File: src/hdl/signed_frame_parser_macros.svh
`ifndef SIGNED_FRAME_PARSER_MACROS_SVH
`define SIGNED_FRAME_PARSER_MACROS_SVH

// Same-cycle implication, sampled on clk, off while arst_n is low.
`define SFP_ASSERT(name, ante, cons) \
	name: assert property (@(posedge clk) disable iff (!arst_n) (ante) |-> (cons)) \
		else $error("sfp assertion failed");

// Next-cycle implication, sampled on clk, off while arst_n is low.
`define SFP_ASSERT_NEXT(name, ante, cons) \
	name: assert property (@(posedge clk) disable iff (!arst_n) (ante) |=> (cons)) \
		else $error("sfp assertion failed");

`endif

File: src/hdl/sfp_pkg.sv
`timescale 1ns / 1ps

package sfp_pkg;

	localparam int CNT_W        = 33;
	localparam int HDR_BYTES    = 4 + 1 + 1 + 2 + 1 + 1 + 20 + 8 + 8 + 8 + 8 + 16 + 4;
	localparam int NONCE_LONG   = 24;
	localparam int NONCE_SHORT  = 12;
	localparam int SIG_BYTES    = 64;
	localparam int KEYID_BYTES  = 4;
	localparam int CHUNK_BYTES  = 28;
	localparam int TRANSFER_ID_BYTES = 16;

	// Header byte positions
	localparam int POS_VERSION  = 4;
	localparam int POS_FLAGS_LO = 6;
	localparam int POS_FLAGS_HI = 7;
	localparam int POS_SUITE    = 8;
	localparam int POS_BODY_B0  = 78;
	localparam int POS_BODY_B1  = 79;
	localparam int POS_BODY_B2  = 80;
	localparam int POS_BODY_B3  = 81;

	localparam logic [7:0] SUITE_LONG  = 8'd1;
	localparam logic [7:0] SUITE_SHORT = 8'd2;

	localparam logic [4:0] SEC_MAGIC       = 5'd0;
	localparam logic [4:0] SEC_KEY_ID      = 5'd13;
	localparam logic [4:0] SEC_TRANSFER_ID = 5'd14;
	localparam logic [4:0] SEC_CHUNK_INDEX = 5'd15;
	localparam logic [4:0] SEC_NONCE       = 5'd18;
	localparam logic [4:0] SEC_PAYLOAD     = 5'd19;
	localparam logic [4:0] SEC_SIGNATURE   = 5'd20;
	localparam logic [4:0] SEC_DISCARD     = 5'd21;

	typedef enum logic [1:0] {
		CFG_MAGIC_WORD   = 2'd0,
		CFG_WIRE_VERSION = 2'd1,
		CFG_KEY_ID_MASK  = 2'd2,
		CFG_CHUNKED_MASK = 2'd3
	} cfg_index_t;

	typedef enum logic [2:0] {
		ST_OK      = 3'd0,
		ST_SHORT   = 3'd1,
		ST_MAGIC   = 3'd2,
		ST_VERSION = 3'd3,
		ST_LENGTH  = 3'd4,
		ST_NO_SIG  = 3'd5,
		ST_SUITE   = 3'd6,
		ST_FRAMING = 3'd7
	} status_t;

	typedef struct packed {
		logic [31:0] magic_word;
		logic [7:0]  wire_version;
		logic [15:0] key_id_flag_mask;
		logic [15:0] chunked_flag_mask;
	} cfg_t;

	typedef struct packed {
		logic [7:0] data_byte;
		logic       frame_last;
	} item_t;

	typedef struct packed {
		logic [7:0] byte_out;
		logic [4:0] section;
		logic [5:0] section_offset;
		logic       frame_done;
		logic [2:0] status;
	} res_t;

	// Header field that a byte position falls in
	function automatic logic [4:0] hdr_section(input logic [6:0] p);
		logic [4:0] s;
		if (p >= 7'd78)      s = 5'd12;
		else if (p >= 7'd62) s = 5'd11;
		else if (p >= 7'd54) s = 5'd10;
		else if (p >= 7'd46) s = 5'd9;
		else if (p >= 7'd38) s = 5'd8;
		else if (p >= 7'd30) s = 5'd7;
		else if (p >= 7'd10) s = 5'd6;
		else if (p >= 7'd9)  s = 5'd5;
		else if (p >= 7'd8)  s = 5'd4;
		else if (p >= 7'd6)  s = 5'd3;
		else if (p >= 7'd5)  s = 5'd2;
		else if (p >= 7'd4)  s = 5'd1;
		else                 s = SEC_MAGIC;
		return s;
	endfunction

	function automatic logic [5:0] off_inc(input logic [5:0] o);
		return (o == 6'd63) ? o : o + 6'd1;
	endfunction

endpackage

File: src/hdl/sfp_if.sv
`timescale 1ns / 1ps

interface sfp_byte_if ();
	logic       valid;
	logic       ready;
	logic [7:0] data_byte;
	logic       frame_last;

	modport source (output valid, output data_byte, output frame_last, input ready);
	modport sink (input valid, input data_byte, input frame_last, output ready);
endinterface

interface sfp_result_if ();
	logic       valid;
	logic       ready;
	logic [7:0] byte_out;
	logic [4:0] section;
	logic [5:0] section_offset;
	logic       frame_done;
	logic [2:0] status;

	modport source (output valid, output byte_out, output section, output section_offset,
		output frame_done, output status, input ready);
	modport sink (input valid, input byte_out, input section, input section_offset,
		input frame_done, input status, output ready);
endinterface

File: src/hdl/sfp_cfg.sv
`timescale 1ns / 1ps

module sfp_cfg import sfp_pkg::*; (
	input  logic        clk,
	input  logic        arst_n,
	input  logic        cfg_we,
	input  logic [1:0]  cfg_index,
	input  logic [31:0] cfg_wdata,
	output cfg_t        cfg
);

	cfg_t cfg_q;

	always_ff @(posedge clk or negedge arst_n) begin
		if (!arst_n) begin
			cfg_q.magic_word        <= 32'd0;
			cfg_q.wire_version      <= 8'd1;
			cfg_q.key_id_flag_mask  <= 16'd1;
			cfg_q.chunked_flag_mask <= 16'd2;
		end else if (cfg_we) begin
			case (cfg_index_t'(cfg_index))
				CFG_MAGIC_WORD:   cfg_q.magic_word        <= cfg_wdata;
				CFG_WIRE_VERSION: cfg_q.wire_version      <= cfg_wdata[7:0];
				CFG_KEY_ID_MASK:  cfg_q.key_id_flag_mask  <= cfg_wdata[15:0];
				CFG_CHUNKED_MASK: cfg_q.chunked_flag_mask <= cfg_wdata[15:0];
				default: ;
			endcase
		end
	end

	assign cfg = cfg_q;

endmodule

File: src/hdl/sfp_core.sv
`timescale 1ns / 1ps
`include "signed_frame_parser_macros.svh"

module sfp_core import sfp_pkg::*; (
	input  logic  clk,
	input  logic  arst_n,
	input  cfg_t  cfg,
	input  logic  adv,
	input  item_t item,
	output res_t  res
);

	logic [CNT_W-1:0] byte_count_q;
	logic [CNT_W-1:0] sig_start_q;
	logic [CNT_W-1:0] last_pos_q;
	logic [4:0]       cur_sec_q;
	logic [5:0]       cur_off_q;
	logic [15:0]      flags_q;
	logic [7:0]       suite_q;
	logic [23:0]      body_lo_q;
	status_t          err_q;

	logic [CNT_W-1:0] pos;
	logic [7:0]       b;
	logic [7:0]       p8;
	logic             pos_small;
	logic             in_hdr;
	logic [7:0]       key_len, chunk_len, nonce_size;
	logic [7:0]       key_end, chunk_end, nonce_end, crel, need;
	logic [31:0]      body_full;
	logic             len_bad;
	logic [4:0]       sec;
	logic [5:0]       off;
	status_t          err_d;
	status_t          status_d;

	assign pos       = byte_count_q;
	assign b         = item.data_byte;
	assign p8        = pos[7:0];
	assign pos_small = (pos[CNT_W-1:8] == '0);
	assign in_hdr    = pos_small && (p8 < 8'(HDR_BYTES));

	assign key_len   = |(flags_q & cfg.key_id_flag_mask) ? 8'(KEYID_BYTES) : 8'd0;
	assign chunk_len = |(flags_q & cfg.chunked_flag_mask) ? 8'(CHUNK_BYTES) : 8'd0;

	always_comb begin
		case (suite_q)
			SUITE_LONG:  nonce_size = 8'(NONCE_LONG);
			SUITE_SHORT: nonce_size = 8'(NONCE_SHORT);
			default:     nonce_size = 8'd0;
		endcase
	end

	assign key_end   = 8'(HDR_BYTES) + key_len;
	assign chunk_end = key_end + chunk_len;
	assign nonce_end = chunk_end + nonce_size;
	assign crel      = p8 - key_end;
	assign need      = key_len + chunk_len + nonce_size + 8'(SIG_BYTES);
	assign body_full = {b, body_lo_q};

	// Section of this byte; payload and signature bounds were fixed on the last length byte
	always_comb begin
		if (err_q != ST_OK)
			sec = SEC_DISCARD;
		else if (in_hdr)
			sec = hdr_section(p8[6:0]);
		else if (pos_small && p8 < key_end)
			sec = SEC_KEY_ID;
		else if (pos_small && p8 < chunk_end)
			sec = (crel < 8'(TRANSFER_ID_BYTES)) ? SEC_TRANSFER_ID
				: SEC_CHUNK_INDEX + 5'(crel[4:2]) - 5'd4;
		else if (pos_small && p8 < nonce_end)
			sec = SEC_NONCE;
		else if (pos < sig_start_q)
			sec = SEC_PAYLOAD;
		else if (pos <= last_pos_q)
			sec = SEC_SIGNATURE;
		else
			sec = SEC_DISCARD;
	end

	// Offset restarts whenever the section changes and on the frame's first byte, and stays zero in discard
	always_comb begin
		if (sec == SEC_DISCARD || pos == '0 || sec != cur_sec_q)
			off = 6'd0;
		else
			off = off_inc(cur_off_q);
	end

	always_comb begin
		err_d = err_q;
		if (err_q == ST_OK && in_hdr) begin
			if (p8 < 8'(POS_VERSION)) begin
				if (b != cfg.magic_word[{p8[1:0], 3'b000} +: 8])
					err_d = ST_MAGIC;
			end else if (p8 == 8'(POS_VERSION)) begin
				if (b != cfg.wire_version)
					err_d = ST_VERSION;
			end else if (p8 == 8'(POS_BODY_B3)) begin
				if (body_full < 32'(SIG_BYTES))
					err_d = ST_NO_SIG;
				else if (suite_q > SUITE_SHORT)
					err_d = ST_SUITE;
				else if ({24'd0, need} > body_full)
					err_d = ST_FRAMING;
			end
		end
	end

	assign len_bad = (pos == CNT_W'(POS_BODY_B3)) ? (body_full != '0) : (pos != last_pos_q);

	always_comb begin
		status_d = ST_OK;
		if (item.frame_last) begin
			if (pos_small && p8 < 8'(HDR_BYTES - 1))
				status_d = ST_SHORT;
			else if (err_d == ST_MAGIC || err_d == ST_VERSION)
				status_d = err_d;
			else if (len_bad)
				status_d = ST_LENGTH;
			else
				status_d = err_d;
		end
	end

	assign res.byte_out       = b;
	assign res.section        = sec;
	assign res.section_offset = off;
	assign res.frame_done     = item.frame_last;
	assign res.status         = status_d;

	always_ff @(posedge clk or negedge arst_n) begin
		if (!arst_n) begin
			byte_count_q <= '0;
			cur_sec_q    <= SEC_MAGIC;
			cur_off_q    <= '0;
			err_q        <= ST_OK;
			flags_q      <= '0;
			suite_q      <= '0;
		end else if (adv) begin
			if (item.frame_last) begin
				byte_count_q <= '0;
				cur_sec_q    <= SEC_MAGIC;
				cur_off_q    <= '0;
				err_q        <= ST_OK;
			end else begin
				if (byte_count_q != '1)
					byte_count_q <= byte_count_q + 1'b1;
				cur_sec_q <= sec;
				cur_off_q <= off;
				err_q     <= err_d;
			end
			if (err_q == ST_OK && in_hdr) begin
				if (p8 == 8'(POS_FLAGS_LO))
					flags_q[7:0] <= b;
				if (p8 == 8'(POS_FLAGS_HI))
					flags_q[15:8] <= b;
				if (p8 == 8'(POS_SUITE))
					suite_q <= b;
			end
		end
	end

	// Body length bytes and the bounds derived from them
	always_ff @(posedge clk) begin
		if (adv && err_q == ST_OK && in_hdr) begin
			if (p8 == 8'(POS_BODY_B0))
				body_lo_q[7:0] <= b;
			if (p8 == 8'(POS_BODY_B1))
				body_lo_q[15:8] <= b;
			if (p8 == 8'(POS_BODY_B2))
				body_lo_q[23:16] <= b;
			if (p8 == 8'(POS_BODY_B3)) begin
				sig_start_q <= {1'b0, body_full} + CNT_W'(HDR_BYTES - SIG_BYTES);
				last_pos_q  <= {1'b0, body_full} + CNT_W'(HDR_BYTES - 1);
			end
		end
	end

	`SFP_ASSERT_NEXT(a_frame_restart, adv && item.frame_last, byte_count_q == '0 && err_q == ST_OK)
	`SFP_ASSERT_NEXT(a_error_sticky, adv && !item.frame_last && err_q != ST_OK, err_q == $past(err_q))
	`SFP_ASSERT(a_status_only_done, adv && !item.frame_last, res.status == ST_OK)
	`SFP_ASSERT(a_error_discards, adv && err_q != ST_OK, res.section == SEC_DISCARD && res.section_offset == 6'd0)

endmodule

File: src/hdl/signed_frame_parser.sv
`timescale 1ns / 1ps

// Signed frame parser: labels every byte of a signed frame with its section.
// byte_ch (sink) takes one frame byte per item, frame_last set on the final
// byte. result_ch (source) returns one item per byte: the byte, its section
// and offset inside the section, frame_done and, on the frame's last byte,
// the frame status. The next frame starts with the byte after frame_last.
// Configuration: cfg_we writes cfg_wdata into register cfg_index (0 magic
// word, 1 wire version, 2 key id flag mask, 3 chunked flag mask); write only
// while no item is in flight.
// Path: a byte accepted from byte_ch sits in the input register, is labeled
// and lands in the result register, from which result_ch offers it.
// Throughput: one byte per cycle while result_ch does not stall, set by the
// single labeling stage between the two registers.
// When result_ch stalls, the result register holds and the input register
// still takes one more byte; byte_ch.ready drops only when both are full.
// Reset (arst_n low) empties both registers, returns the registers to their
// defaults and puts the parser at the start of a frame.

module signed_frame_parser import sfp_pkg::*; (
	input  logic         clk,
	input  logic         arst_n,
	sfp_byte_if.sink     byte_ch,
	sfp_result_if.source result_ch,
	input  logic         cfg_we,
	input  logic [1:0]   cfg_index,
	input  logic [31:0]  cfg_wdata
);

	cfg_t  cfg;
	item_t item_s1;
	logic  vld_s1;
	res_t  res_d;
	res_t  res_q;
	logic  out_vld_q;
	logic  adv;
	logic  in_fire;

	sfp_cfg u_cfg (
		.clk       (clk),
		.arst_n    (arst_n),
		.cfg_we    (cfg_we),
		.cfg_index (cfg_index),
		.cfg_wdata (cfg_wdata),
		.cfg       (cfg)
	);

	sfp_core u_core (
		.clk    (clk),
		.arst_n (arst_n),
		.cfg    (cfg),
		.adv    (adv),
		.item   (item_s1),
		.res    (res_d)
	);

	// Advance the held byte when the result register is free or being drained
	assign adv           = vld_s1 && (!out_vld_q || result_ch.ready);
	assign byte_ch.ready = !vld_s1 || adv;
	assign in_fire       = byte_ch.valid && byte_ch.ready;

	always_ff @(posedge clk or negedge arst_n) begin
		if (!arst_n) begin
			vld_s1    <= 1'b0;
			out_vld_q <= 1'b0;
		end else begin
			vld_s1    <= in_fire || (vld_s1 && !adv);
			out_vld_q <= adv || (out_vld_q && !result_ch.ready);
		end
	end

	always_ff @(posedge clk) begin
		if (in_fire) begin
			item_s1.data_byte  <= byte_ch.data_byte;
			item_s1.frame_last <= byte_ch.frame_last;
		end
		if (adv)
			res_q <= res_d;
	end

	assign result_ch.valid          = out_vld_q;
	assign result_ch.byte_out       = res_q.byte_out;
	assign result_ch.section        = res_q.section;
	assign result_ch.section_offset = res_q.section_offset;
	assign result_ch.frame_done     = res_q.frame_done;
	assign result_ch.status         = res_q.status;

endmodule
File: src/flat_wrapper.sv
// flat-port wrapper written by rule: the top's interface ports become plain ports
module signed_frame_parser_flat import sfp_pkg::*;
  (clk, arst_n, cfg_we, cfg_index, cfg_wdata, byte_ch_valid, byte_ch_data_byte, byte_ch_frame_last, byte_ch_ready, result_ch_valid, result_ch_byte_out, result_ch_section, result_ch_section_offset, result_ch_frame_done, result_ch_status, result_ch_ready);
  sfp_byte_if byte_ch_i ();
  sfp_result_if result_ch_i ();
  input  logic clk;
  input  logic arst_n;
  input  logic cfg_we;
  input  logic [1:0] cfg_index;
  input  logic [31:0] cfg_wdata;
  input wire logic [$bits(byte_ch_i.valid)-1:0] byte_ch_valid;
  input wire logic [$bits(byte_ch_i.data_byte)-1:0] byte_ch_data_byte;
  input wire logic [$bits(byte_ch_i.frame_last)-1:0] byte_ch_frame_last;
  output wire logic [$bits(byte_ch_i.ready)-1:0] byte_ch_ready;
  output wire logic [$bits(result_ch_i.valid)-1:0] result_ch_valid;
  output wire logic [$bits(result_ch_i.byte_out)-1:0] result_ch_byte_out;
  output wire logic [$bits(result_ch_i.section)-1:0] result_ch_section;
  output wire logic [$bits(result_ch_i.section_offset)-1:0] result_ch_section_offset;
  output wire logic [$bits(result_ch_i.frame_done)-1:0] result_ch_frame_done;
  output wire logic [$bits(result_ch_i.status)-1:0] result_ch_status;
  input wire logic [$bits(result_ch_i.ready)-1:0] result_ch_ready;
  assign byte_ch_i.valid = byte_ch_valid;
  assign byte_ch_i.data_byte = byte_ch_data_byte;
  assign byte_ch_i.frame_last = byte_ch_frame_last;
  assign byte_ch_ready = byte_ch_i.ready;
  assign result_ch_valid = result_ch_i.valid;
  assign result_ch_byte_out = result_ch_i.byte_out;
  assign result_ch_section = result_ch_i.section;
  assign result_ch_section_offset = result_ch_i.section_offset;
  assign result_ch_frame_done = result_ch_i.frame_done;
  assign result_ch_status = result_ch_i.status;
  assign result_ch_i.ready = result_ch_ready;
  signed_frame_parser u_core (.clk(clk), .arst_n(arst_n), .byte_ch(byte_ch_i), .result_ch(result_ch_i), .cfg_we(cfg_we), .cfg_index(cfg_index), .cfg_wdata(cfg_wdata));
endmodule
File: config.mk
export PLATFORM = sky130hd
export DESIGN_NAME = signed_frame_parser_flat
export DESIGN_NICKNAME = d
export VERILOG_FILES = /design/src/hdl/sfp_pkg.sv /design/src/hdl/sfp_if.sv /design/src/hdl/sfp_cfg.sv /design/src/hdl/sfp_core.sv /design/src/hdl/signed_frame_parser.sv /design/src/flat_wrapper.sv
export VERILOG_INCLUDE_DIRS = /design/src /design/src/hdl
export SDC_FILE = /design/constraint.sdc
export NUM_CORES = 1
export LEC_CHECK = 0
export BUFFER_PORTS_ARGS = -buffer_cell sky130_fd_sc_hd__clkbuf_2
export CAP_MARGIN = 15
export CORE_ASPECT_RATIO = 2
export CORE_UTILIZATION = 40
export CTS_CLUSTER_DIAMETER = 80
export DETAILED_ROUTE_END_ITERATION = 8
export SKIP_CTS_REPAIR_TIMING = 1
export SYNTH_ARGS = -nofsm -noshare
export SYNTH_HDL_FRONTEND = slang
export SYNTH_SLANG_ARGS = --single-unit
export TNS_END_PERCENT = 10
File: constraint.sdc
create_clock -name clk -period 16.3 [get_ports clk]
set_clock_uncertainty 0.1 [all_clocks]
set_input_delay 3.26 -clock clk [delete_from_list [all_inputs] [get_ports clk]]
set_output_delay 3.26 -clock clk [all_outputs]
set_load 0.03 [all_outputs]
==> insert_results.sql, run 1 <==
INSERT INTO impl_metrics (metric_group, metric, value, unit) VALUES
('routing', 'dr_total_vias', '10347', ''),
('die', 'number_of_cell_rows', '99', ''),
('layout', 'antenna_cells', '0', ''),
('sta', 'slew_headroom', '0.350', ''),
('sta', 'grt_setup_unrepaired', 'no', ''),
('pwr', 'net-switching-power', '0.584', 'mW'),
('sta', 'fin_crit_sh', '0.436', ''),
('placed_design', 'buffer_ports.inserted', '72', ''),
('cts', 'clock_sink_count', '267', ''),
('yosys', 'synth-warning-count', '0', ''),
('setup_path', 'worstPathMaxFanout', '3', ''),
('yosys', 'synth.net_count', '1471', ''),
('sta', 'setup_viol', '0', ''),
('routing', 'detail_route.wirelength', '39.0', 'mm'),
('yosys', 'synth.lib_cells_used.distinct', '77', ''),
('setup_path', 'cp_cell_sequence', 'clkbuf_2 -> nand3b_1 -> clkbuf_2', ''),
('yosys', 'ys_dominant_reg_cell', 'sky130_fd_sc_hd__dfrtp_1', ''),
('routing', 'drc', '0', ''),
('hold_path', 'hp-class', 'reg -> reg', ''),
('routing', 'via_to_cell_ratio', '5.57', ''),
('die', 'chipHeight', '274', 'µm'),
('sta', 'tightest_slew', '975', 'ps'),
('pwr', 'leakage', '7.17', 'nW'),
('die', 'core_box_area', '36500', 'µm²'),
('cts', 'numCtsBuffers', '25', ''),
('placed_design', 'place.detailed.instances', '1812', ''),
('global_route', 'grt_util_met1', '0.187', ''),
('global_route', 'overflow', '0', ''),
('cts', 'clock_path_buffers', '3', ''),
('yosys', 'synthesis_stage_register_bit_count', '267', ''),
('yosys', 'synth.top_cells.by_count', '142 x sky130_fd_sc_hd__dfrtp_1, 122 x sky130_fd_sc_hd__edfxtp_1, 104 x sky130_fd_sc_hd__ha_1', ''),
('die', 'floorplan.die_area', '37900', 'µm²'),
('layout', 'layout_cell_share_with_drive_strength_beyond_1', '0.188', ''),
('routing', 'detailedRoute.firstIterationViolations', '539', ''),
('pwr', 'power_frac_comb', '0.254', ''),
('sta', 'layout_min_cycle_time', '7110', 'ps'),
('yosys', 'avgSynthCellArea', '11.3', 'µm²'),
('cts', 'ctsHtreeMaxLevel', '1', ''),
('pwr', 'clock_power_share', '0.312', ''),
('yosys', 'proportion_of_synthesized_chip_area_in_sequential_cells', '0.492', ''),
('die', 'boundaryPins', '73', ''),
('setup_path', 'critical_path.max_stage_delay', '210', 'ps'),
('run', 'maxCapViolCount', '0', ''),
('pwr', 'internal-power', '1.32', 'mW'),
('setup_path', 'cp-end-kind', 'primary output', ''),
('global_route', 'met2_usage', '0.434', ''),
('sta', 'fin_setup_tns', '0', 'ps'),
('cts', 'post_cts_clock_slew_at_the_launch_and_capture_registers_of_the_worst_setup_and_hold_paths', '60', 'ps'),
('placed_design', 'dp_hpwl', '30.3', 'mm'),
('pwr', 'power_density', '115', 'nW/µm²'),
('placed_design', 'placed_area', '15700', 'µm²'),
('yosys', 'netlist_top_cells_area', 'sky130_fd_sc_hd__edfxtp_1 25%, sky130_fd_sc_hd__dfrtp_1 24%, sky130_fd_sc_hd__ha_1 8.8%', ''),
('global_route', 'grt_pass1_vias', '10872', ''),
('layout', 'total_nets_final', '1539', ''),
('sta', 'hold_violations', '0', ''),
('global_route', 'use_met3', '0.0206', ''),
('setup_path', 'path_class', 'in -> out', ''),
('global_route', 'grt-busiest-layer', 'met2', ''),
('layout', 'fin_cells', '1858', ''),
('layout', 'fin_area', '16600', 'µm²'),
('setup_path', 'worst_setup_path_start_kind', 'primary input', ''),
('global_route', 'grt_start_max_net_pins', '79', ''),
('global_route', 'grt_antenna_before_repair', '0', ''),
('pwr', 'vdd_ir_drop_max', '0.112', 'mV'),
('cts', 'tritoncts', 'built', ''),
('yosys', 'post-synth-top-area-cell', 'sky130_fd_sc_hd__edfxtp_1', ''),
('setup_path', 'critical-path-slowest-cell', 'sky130_fd_sc_hd__clkbuf_2', ''),
('outcome', 'outcome', 'completed', ''),
('placed_design', 'place_congestion', '0.896', ''),
('yosys', 'syn_area', '14800', 'µm²'),
('cts', 'clk_root_buffer_cell', 'sky130_fd_sc_hd__clkbuf_16', '');
==> state kept, by name, indices dropped and copies added (netlist names), 9 cells and up <==
| register | flops |
|---|---|
| u_core.u_core.body_lo_q | 24 |
| u_core.u_core.flags_q | 16 |
| u_core.u_core.byte_count_q | 33 |
| u_core.u_core.sig_start_q | 33 |
| u_core.item_s1 | 9 |
| u_core.u_cfg.cfg | 72 |
| u_core.u_core.last_pos_q | 33 |
==> worst paths after layout <==
path	to	start	cells past startpoint	slack, ps
max in group asynchronous	u_core.u_cfg.cfg[12]$_DFFE_PN0P_	arst_n	2	12010
max reg2reg	u_core.u_core.cur_off_q[3]$_DFFE_PN0P_	u_core.u_core.flags_q[0]$_DFFE_PN0P_	19	10590
min reg2reg	u_core.u_cfg.cfg[60]$_DFFE_PN0P_	u_core.u_cfg.cfg[60]$_DFFE_PN0P_	1	400
min in group asynchronous	u_core.u_core.byte_count_q[23]$_DFFE_PN0P_	arst_n	1	2620
min	u_core.u_cfg.cfg[60]$_DFFE_PN0P_	u_core.u_cfg.cfg[60]$_DFFE_PN0P_	1	400
max	byte_ch_ready	result_ch_ready	3	9190
==> through the flow <==
stage / total power [mW] / setup slack [ps] / utilization / hold WS, ps
2_1_floorplan: 1.17 / 7300 / - / 371
3_3_place_gp: 1.30 / 9220 / 0.430 / 386
3_5_place_dp: 1.32 / 9200 / 0.430 / 394
4_1_cts: 1.92 / 9200 / 0.453 / 408
5_1_grt: 2.00 / 9160 / 0.453 / 420
6_report: 1.90 / 9190 / 0.453 / 403
==> cells in the final DEF (no fill, tap or decap), types with 38 or more instances in the layout <==
| master | n |
|---|---|
| sky130_fd_sc_hd__dfrtp_1 | 142 |
| sky130_fd_sc_hd__edfxtp_1 | 122 |
| sky130_fd_sc_hd__ha_1 | 104 |
| sky130_fd_sc_hd__inv_1 | 100 |
| sky130_fd_sc_hd__mux2_2 | 98 |
| sky130_fd_sc_hd__nand2_1 | 90 |
| sky130_fd_sc_hd__nor2_1 | 88 |
| sky130_fd_sc_hd__clkbuf_2 | 71 |
| sky130_fd_sc_hd__xor2_1 | 55 |
| sky130_fd_sc_hd__xnor2_1 | 53 |
| sky130_fd_sc_hd__a21oi_1 | 43 |
| sky130_fd_sc_hd__nand3_1 | 42 |
| sky130_fd_sc_hd__nand4_1 | 38 |
==> worst reg2reg max path, stage by stage (launching register included) <==
cell,delay (ps)
sky130_fd_sc_hd__dfrtp_1,400
sky130_fd_sc_hd__a22o_1,210
sky130_fd_sc_hd__a221oi_1,200
sky130_fd_sc_hd__nand3_1,130
sky130_fd_sc_hd__nor2_1,570
sky130_fd_sc_hd__inv_1,330
sky130_fd_sc_hd__ha_1,400
sky130_fd_sc_hd__or2_2,350
sky130_fd_sc_hd__fa_1,420
sky130_fd_sc_hd__xor2_1,160
sky130_fd_sc_hd__ha_1,180
sky130_fd_sc_hd__nor4_1,250
sky130_fd_sc_hd__o211ai_1,130
sky130_fd_sc_hd__o211ai_1,160
sky130_fd_sc_hd__o21ai_1,150
sky130_fd_sc_hd__and2_1,220
sky130_fd_sc_hd__a211oi_2,340
sky130_fd_sc_hd__xnor2_1,310
sky130_fd_sc_hd__nand3_4,260
sky130_fd_sc_hd__o41ai_2,360
==> layer usage <==
layer	up-vias	share of wire
met4	0	0.080
met3	99	0.029
met2	247	0.57
met1	5095	0.32
met5	-	0
li1	4906	-
==> cell families (layout without fill, tap and decap cells) <==
logic type / Yosys count / count (layout) / share of synthesized area
xor gates and xnor gates: 108 / 108 / 0.0637
and+or+nand+nor: 403 / 403 / 0.143
DFF: 267 / 267 / 0.492
AOI/OAI and AO/OA: 172 / 172 / 0.0826
adders and majority gates: 106 / 106 / 0.0904
buffers and inverters: 152 / 239 / 0.0397
muxes: 109 / 109 / 0.0894
==> layout make-up <==
type / instances / area, µm²
clock buffers: 34 / 722
clock inverters: 12 / 103
fillers: 3353 / 20000
multi-input cells: 898 / 6960
flip-flops and latches: 267 / 7300
repair buffers: 93 / 524
well taps: 454 / 568
inverters: 100 / 375
==> power groups by stage <==
| stage | combinational [mW] | clock [mW] | sequential, mW |
|---|---|---|---|
| global placement | 0.467 | 0 | 0.837 |
| finish | 0.482 | 0.593 | 0.826 |
| CTS | 0.489 | 0.608 | 0.826 |
| detailed placement | 0.484 | 0 | 0.839 |
| global route | 0.538 | 0.631 | 0.836 |
| floorplan | 0.336 | 0 | 0.833 |
(Power assumes the default switching activity.)
==> run 2, diff against run 1 <==
==> constraint.sdc (replaced) <==
create_clock -name clk -period 6.88 [get_ports clk]
set_clock_uncertainty 0.1 [all_clocks]
set_input_delay 1.376 -clock clk [delete_from_list [all_inputs] [get_ports clk]]
set_output_delay 1.376 -clock clk [all_outputs]
set_load 0.03 [all_outputs]
==> insert_results.sql, run 2 (synthesis gave the netlist of run 1 again) <==
INSERT INTO impl_metrics (metric_group, metric, value, unit) VALUES
('global_route', 'grt_util_met1', '0.193', ''),
('sta', 'grt_setup_unrepaired', 'no', ''),
('placed_design', 'pre_cts_ws', '1310', 'ps'),
('die', 'core_box_area', '36500', 'µm²'),
('die', 'die_x', '138', 'µm'),
('layout', 'layout_common_cells', '142 x sky130_fd_sc_hd__dfrtp_1, 122 x sky130_fd_sc_hd__edfxtp_1, 104 x sky130_fd_sc_hd__ha_1', ''),
('cts', 'clock_sink_count', '267', ''),
('setup_path', 'worst_setup_path_start_kind', 'register', ''),
('sta', 'fin_setup_tns', '0', 'ps'),
('sta', 'fin_ws', '1300', 'ps'),
('setup_path', 'cp_data_arrival_time', '5920', 'ps'),
('cts', 'numCtsBuffers', '24', ''),
('global_route', 'met2_usage', '0.438', ''),
('setup_path', 'cp-end-kind', 'register', ''),
('global_route', 'grt-busiest-layer', 'met2', ''),
('routing', 'drt_pre_antenna_iters', '5', ''),
('routing', 'drc', '0', ''),
('layout', 'largest_reg_flops', '72', ''),
('pwr', 'power_density', '271', 'nW/µm²'),
('pwr', 'internal-power', '3.10', 'mW'),
('layout', 'n_fill_cell', '3344', ''),
('setup_path', 'critPathTopFamily', 'simple AND/OR/NAND/NOR gates', ''),
('setup_path', 'path_class', 'reg -> reg', ''),
('die', 'chipHeight', '274', 'µm'),
('layout', 'layout_cell_share_with_drive_strength_beyond_1', '0.187', ''),
('setup_path', 'worstReg2RegStart', 'u_core.u_core.flags_q[0]$_DFFE_PN0P_', ''),
('outcome', 'outcome', 'completed', ''),
('die', 'boundaryPins', '73', ''),
('sta', 'setup_viol', '0', ''),
('setup_path', 'critical-path-slowest-cell', 'sky130_fd_sc_hd__nor2_1', ''),
('sta', 'fmax', '179', 'MHz'),
('sta', 'slew_headroom', '0.294', ''),
('pwr', 'vdd_ir_drop_max', '0.242', 'mV'),
('routing', 'detail_route.wirelength', '40.3', 'mm'),
('setup_path', 'cp_data_required_time', '7220', 'ps'),
('global_route', 'use_met3', '0.0208', ''),
('routing', 'via_to_cell_ratio', '5.61', ''),
('cts', 'clock_path_buffers', '3', ''),
('hold_path', 'hp-class', 'reg -> reg', ''),
('die', 'floorplan.die_area', '37900', 'µm²'),
('pwr', 'net-switching-power', '1.38', 'mW'),
('setup_path', 'critical_path.max_stage_delay', '480', 'ps'),
('layout', 'total_nets_final', '1537', ''),
('routing', 'ant_nets', '0', ''),
('global_route', 'grt.total_usage', '0.218', ''),
('cts', 'clk_root_buffer_cell', 'sky130_fd_sc_hd__clkbuf_16', ''),
('placed_design', 'dp_hpwl', '31.3', 'mm'),
('setup_path', 'worstPathMaxFanout', '10', ''),
('routing', 'dr_total_vias', '10408', ''),
('cts', 'clk-insertion-delay-late', '550', 'ps'),
('sta', 'fin_crit_sh', '0.812', ''),
('sta', 'tightest_slew', '1050', 'ps'),
('sta', 'hold_violations', '0', ''),
('pwr', 'leakage', '7.15', 'nW'),
('die', 'number_of_cell_rows', '99', ''),
('global_route', 'grt_pass1_vias', '10901', ''),
('setup_path', 'cp-startpoint', 'u_core.u_core.flags_q[0]$_DFFE_PN0P_', ''),
('cts', 'ctsHtreeMaxLevel', '1', ''),
('hold_path', 'worstHoldStart', 'u_core.u_cfg.cfg[50]$_DFFE_PN0P_', ''),
('global_route', 'grt_start_max_net_pins', '80', ''),
('sta', 'layout_min_cycle_time', '5580', 'ps'),
('cts', 'tritoncts', 'built', ''),
('pwr', 'seq_power_share', '0.437', ''),
('global_route', 'grt_antenna_before_repair', '0', ''),
('cts', 'post_cts_clock_slew_at_the_launch_and_capture_registers_of_the_worst_setup_and_hold_paths', '70', 'ps'),
('setup_path', 'cp_num_buf_inv', '1', ''),
('die', 'initial_core_util', '0.406', ''),
('pwr', 'power_frac_comb', '0.255', ''),
('layout', 'layout.cells.most_common', 'sky130_fd_sc_hd__dfrtp_1', ''),
('routing', 'detailedRoute.firstIterationViolations', '581', ''),
('setup_path', 'cp_cell_sequence', 'a22o_1 -> a221oi_1 -> nand3_1 -> nor2_1 -> inv_1 -> ha_1 -> or2_2 -> fa_1 -> xor2_1 -> ha_1 -> nor4_1 -> o211ai_1 -> o211ai_1 -> o21ai_1 -> and2_1 -> a211oi_2 -> xnor2_1 -> nand3_4 -> o41ai_2', ''),
('routing', 'post_detailed_route_wirelength_per_cell', '21.7', 'µm'),
('layout', 'antenna_cells', '0', ''),
('placed_design', 'place_congestion', '0.884', ''),
('pwr', 'netSwitchingFraction', '0.309', ''),
('layout', 'synthToLayoutAreaGrowth', '11.3', '%'),
('placed_design', 'buffer_ports.inserted', '72', ''),
('global_route', 'overflow', '0', ''),
('pwr', 'clock_power_share', '0.307', ''),
('global_route', 'grt_pass1_wl', '61.8', 'mm'),
('sta', 'report.final.slew_viol_count', '0', ''),
('run', 'maxCapViolCount', '0', '');
[run 2: changes by cell type in the layout (fill, tap and decap cells not counted), sizes merged]
| cell | previous run | this run |
|---|---|---|
| inv | 103 | 101 |
| bufinv | 1 | 2 |
| clkbuf | 105 | 104 |
| buf | 22 | 21 |
| clkinv | 7 | 6 |
| clkinvlp | 1 | 2 |
[run 2: area by class of cell]
cell class,count,area (µm²),area share
multi-input cells,898,6970,0.422
well taps,454,568,0.0344
flip-flops and latches,267,7300,0.442
repair buffers,92,517,0.0313
inverters,100,375,0.0227
clock buffers,33,664,0.0402
clock inverters,11,124,0.00750
[run 2: path summary, 6_finish.rpt]
check,endpoint,slack (ps),depth (start not counted)
max in group asynchronous,u_core.u_cfg.cfg[6]$_DFFE_PN0P_,4530,2
min in group asynchronous,u_core.u_core.byte_count_q[3]$_DFFE_PN0P_,790,1
setup reg to reg,u_core.u_core.cur_off_q[4]$_DFFE_PN0P_,1300,19
hold / removal,u_core.u_cfg.cfg[50]$_DFFE_PN0P_,400,1
hold reg to reg,u_core.u_cfg.cfg[50]$_DFFE_PN0P_,400,1
setup / recovery,u_core.u_core.cur_off_q[4]$_DFFE_PN0P_,1300,19
[run 2: metal layers]
metal,share of wire,routed length (µm),up-vias
met4,0.088,3550,0
met5,0,0,-
met2,0.56,22600,273
met3,0.030,1230,114
li1,-,-,4906
met1,0.32,13000,5115
[run 2: power groups by stage]
stage	clock network, mW	registers [mW]	logic [mW]
detailed placement	0	1.99	1.15
floorplan	0	1.97	0.797
global placement	0	1.98	1.13
CTS	1.41	1.96	1.15
global route	1.46	1.98	1.28
finish	1.38	1.96	1.14
[run 2: through the flow]
step	hold WS, ps	instance area, µm²	total power, mW	util	std cells
6_report	402	16500	4.48	0.452	1855
4_1_cts	406	16500	4.52	0.452	1855
3_3_place_gp	385	15700	3.11	0.430	1811
2_1_floorplan	371	14800	2.77	-	1317
3_5_place_dp	391	15700	3.14	0.430	1811
5_1_grt	420	16500	4.72	0.452	1855
==> run 3, diff against run 2 <==
==> constraint.sdc (replaced) <==
create_clock -name clk -period 5.24 [get_ports clk]
set_clock_uncertainty 0.1 [all_clocks]
set_input_delay 1.048 -clock clk [delete_from_list [all_inputs] [get_ports clk]]
set_output_delay 1.048 -clock clk [all_outputs]
set_load 0.03 [all_outputs]
==> insert_results.sql, run 3 (synthesis gave the netlist of run 1 again) <==
INSERT INTO impl_metrics (metric_group, metric, value, unit) VALUES
('global_route', 'use_met3', '0.0211', ''),
('cts', 'clock_sink_count', '267', ''),
('sta', 'fin_crit_sh', '0.933', ''),
('die', 'initial_core_util', '0.406', ''),
('sta', 'layout_min_cycle_time', '4890', 'ps'),
('cts', 'tritoncts', 'built', ''),
('setup_path', 'worst_setup_path_start_kind', 'register', ''),
('routing', 'dr_total_vias', '10380', ''),
('cts', 'ctsHtreeMaxLevel', '1', ''),
('sta', 'fin_ws', '351', 'ps'),
('layout', 'fin_area', '16600', 'µm²'),
('die', 'die_x', '138', 'µm'),
('placed_design', 'placed_area', '15800', 'µm²'),
('run', 'maxCapViolCount', '0', ''),
('global_route', 'grt_pass1_vias', '10770', ''),
('sta', 'hold_violations', '0', ''),
('layout', 'antenna_cells', '0', ''),
('global_route', 'met2_usage', '0.432', ''),
('layout', 'total_nets_final', '1549', ''),
('sta', 'grt_setup_unrepaired', 'no', ''),
('sta', 'setup_viol', '0', ''),
('sta', 'tightest_slew', '916', 'ps'),
('layout', 'layout.cells.most_common', 'sky130_fd_sc_hd__dfrtp_1', ''),
('layout', 'largest_reg_flops', '72', ''),
('global_route', 'grt_antenna_before_repair', '0', ''),
('setup_path', 'cp_data_required_time', '5450', 'ps'),
('die', 'boundaryPins', '73', ''),
('pwr', 'vdd_ir_drop_max', '0.292', 'mV'),
('die', 'chipHeight', '274', 'µm'),
('die', 'core_box_area', '36500', 'µm²'),
('global_route', 'grt-busiest-layer', 'met2', ''),
('cts', 'clk_root_buffer_cell', 'sky130_fd_sc_hd__clkbuf_16', ''),
('layout', 'synthToLayoutAreaGrowth', '11.9', '%'),
('cts', 'clock_path_buffers', '3', ''),
('placed_design', 'place_congestion', '0.903', ''),
('routing', 'ant_nets', '0', ''),
('routing', 'drt_pre_antenna_iters', '5', ''),
('routing', 'detailedRoute.firstIterationViolations', '553', ''),
('sta', 'fin_setup_tns', '0', 'ps'),
('setup_path', 'worstPathMaxFanout', '6', ''),
('layout', 'layout_cell_share_with_drive_strength_beyond_1', '0.194', ''),
('placed_design', 'buffer_ports.inserted', '72', ''),
('routing', 'via_to_cell_ratio', '5.56', ''),
('layout', 'layout_common_cells', '142 x sky130_fd_sc_hd__dfrtp_1, 122 x sky130_fd_sc_hd__edfxtp_1, 104 x sky130_fd_sc_hd__ha_1', ''),
('cts', 'clk-insertion-delay-late', '560', 'ps'),
('sta', 'fmax', '205', 'MHz'),
('cts', 'numCtsBuffers', '25', ''),
('hold_path', 'hp-class', 'in -> async', ''),
('sta', 'slew_headroom', '0.387', ''),
('global_route', 'grt_pass1_wl', '60.9', 'mm'),
('pwr', 'power_density', '356', 'nW/µm²'),
('routing', 'detail_route.wirelength', '39.4', 'mm'),
('sta', 'report.final.slew_viol_count', '0', ''),
('outcome', 'outcome', 'completed', ''),
('global_route', 'grt_util_met1', '0.197', ''),
('die', 'floorplan.die_area', '37900', 'µm²'),
('routing', 'drc', '0', ''),
('global_route', 'overflow', '0', ''),
('global_route', 'grt_start_max_net_pins', '79', ''),
('routing', 'post_detailed_route_wirelength_per_cell', '21.1', 'µm'),
('global_route', 'grt.total_usage', '0.214', ''),
('setup_path', 'path_class', 'reg -> reg', ''),
('placed_design', 'dp_hpwl', '30.9', 'mm'),
('placed_design', 'pre_cts_ws', '301', 'ps'),
('layout', 'n_fill_cell', '3375', ''),
('die', 'number_of_cell_rows', '99', ''),
('sta', 'hold-worst-slack', '392', 'ps'),
('cts', 'post_cts_clock_slew_at_the_launch_and_capture_registers_of_the_worst_setup_and_hold_paths', '70', 'ps'),
('setup_path', 'cp_data_arrival_time', '5100', 'ps'),
('setup_path', 'cp-end-kind', 'register', ''),
('pwr', 'leakage', '7.22', 'nW');
[run 3: cell count changes in the layout (fill, tap and decap cells not counted), sizes merged]
cell	previous run	this run
clkbuf	104	109
clkinvlp	2	0
bufinv	2	0
buf	21	32
clkinv	6	7
[run 3: through the flow]
step                      cells  power (mW)  utilization
after floorplan            1317        3.64            -
after global placement     1821        4.09        0.432
after detailed placement   1821        4.15        0.432
after CTS                  1867        5.94        0.454
after global routing       1868        6.21        0.454
final                      1868        5.91        0.454
[run 3: worst paths after layout]
kind,start,end,cells after the start,slack [ps]
setup / recovery,u_core.u_cfg.cfg[0]$_DFFE_PN0P_,u_core.result_ch.status[0]$_SDFFCE_PN0P_,23,350
hold / removal,arst_n,u_core.u_core.cur_sec_q[0]$_DFFE_PN0P_,1,390
setup reg to reg,u_core.u_cfg.cfg[0]$_DFFE_PN0P_,u_core.result_ch.status[0]$_SDFFCE_PN0P_,23,350
hold reg to reg,u_core.u_cfg.cfg[65]$_DFFE_PN0P_,u_core.u_cfg.cfg[65]$_DFFE_PN0P_,1,400
max in group asynchronous,arst_n,u_core.u_cfg.cfg[16]$_DFFE_PN1P_,2,3600
min in group clk,u_core.u_cfg.cfg[65]$_DFFE_PN0P_,u_core.u_cfg.cfg[65]$_DFFE_PN0P_,1,400
[run 3: metal layers]
| layer | vias up | share of wire |
|---|---|---|
| met5 | - | 0 |
| met4 | 0 | 0.074 |
| met3 | 96 | 0.032 |
| met2 | 239 | 0.57 |
| met1 | 5122 | 0.33 |
| li1 | 4923 | - |
[run 3: cell type report]
cell class	instances	area, µm²	share of cell area
inverters	100	375	0.0226
repair buffers	103	599	0.0361
multi-input cells	898	6970	0.420
clock inverters	8	47.5	0.00286
well taps	454	568	0.0342
flip-flops and latches	267	7300	0.439
clock buffers	38	748	0.0451
[run 3: where the power goes]
group          internal [mW]  total [mW]  switching [mW]  leakage (nW)
registers               2.41        2.55           0.141          2.96
clock network          0.989        1.79           0.804         0.399
logic                  0.694        1.56           0.868          3.86
[run 3: worst max-delay path, cell delays in order, from the launching register on]
cell and delay, ps:
sky130_fd_sc_hd__dfrtp_1 380, sky130_fd_sc_hd__a22o_1 220, sky130_fd_sc_hd__a221oi_1 220, sky130_fd_sc_hd__nand3_1 130, sky130_fd_sc_hd__nor2_1 140, sky130_fd_sc_hd__buf_4 180, sky130_fd_sc_hd__inv_1 70, sky130_fd_sc_hd__buf_4 160
sky130_fd_sc_hd__ha_1 290, sky130_fd_sc_hd__ha_1 220, sky130_fd_sc_hd__ha_1 180, sky130_fd_sc_hd__a21o_1 150, sky130_fd_sc_hd__ha_1 270, sky130_fd_sc_hd__ha_1 290, sky130_fd_sc_hd__a21o_1 160, sky130_fd_sc_hd__a21o_1 170
sky130_fd_sc_hd__a211o_1 290, sky130_fd_sc_hd__a31oi_1 220, sky130_fd_sc_hd__o311ai_0 160, sky130_fd_sc_hd__a31oi_1 190, sky130_fd_sc_hd__buf_4 150, sky130_fd_sc_hd__o21a_1 110, sky130_fd_sc_hd__nor2_1 30, sky130_fd_sc_hd__o21a_1 160
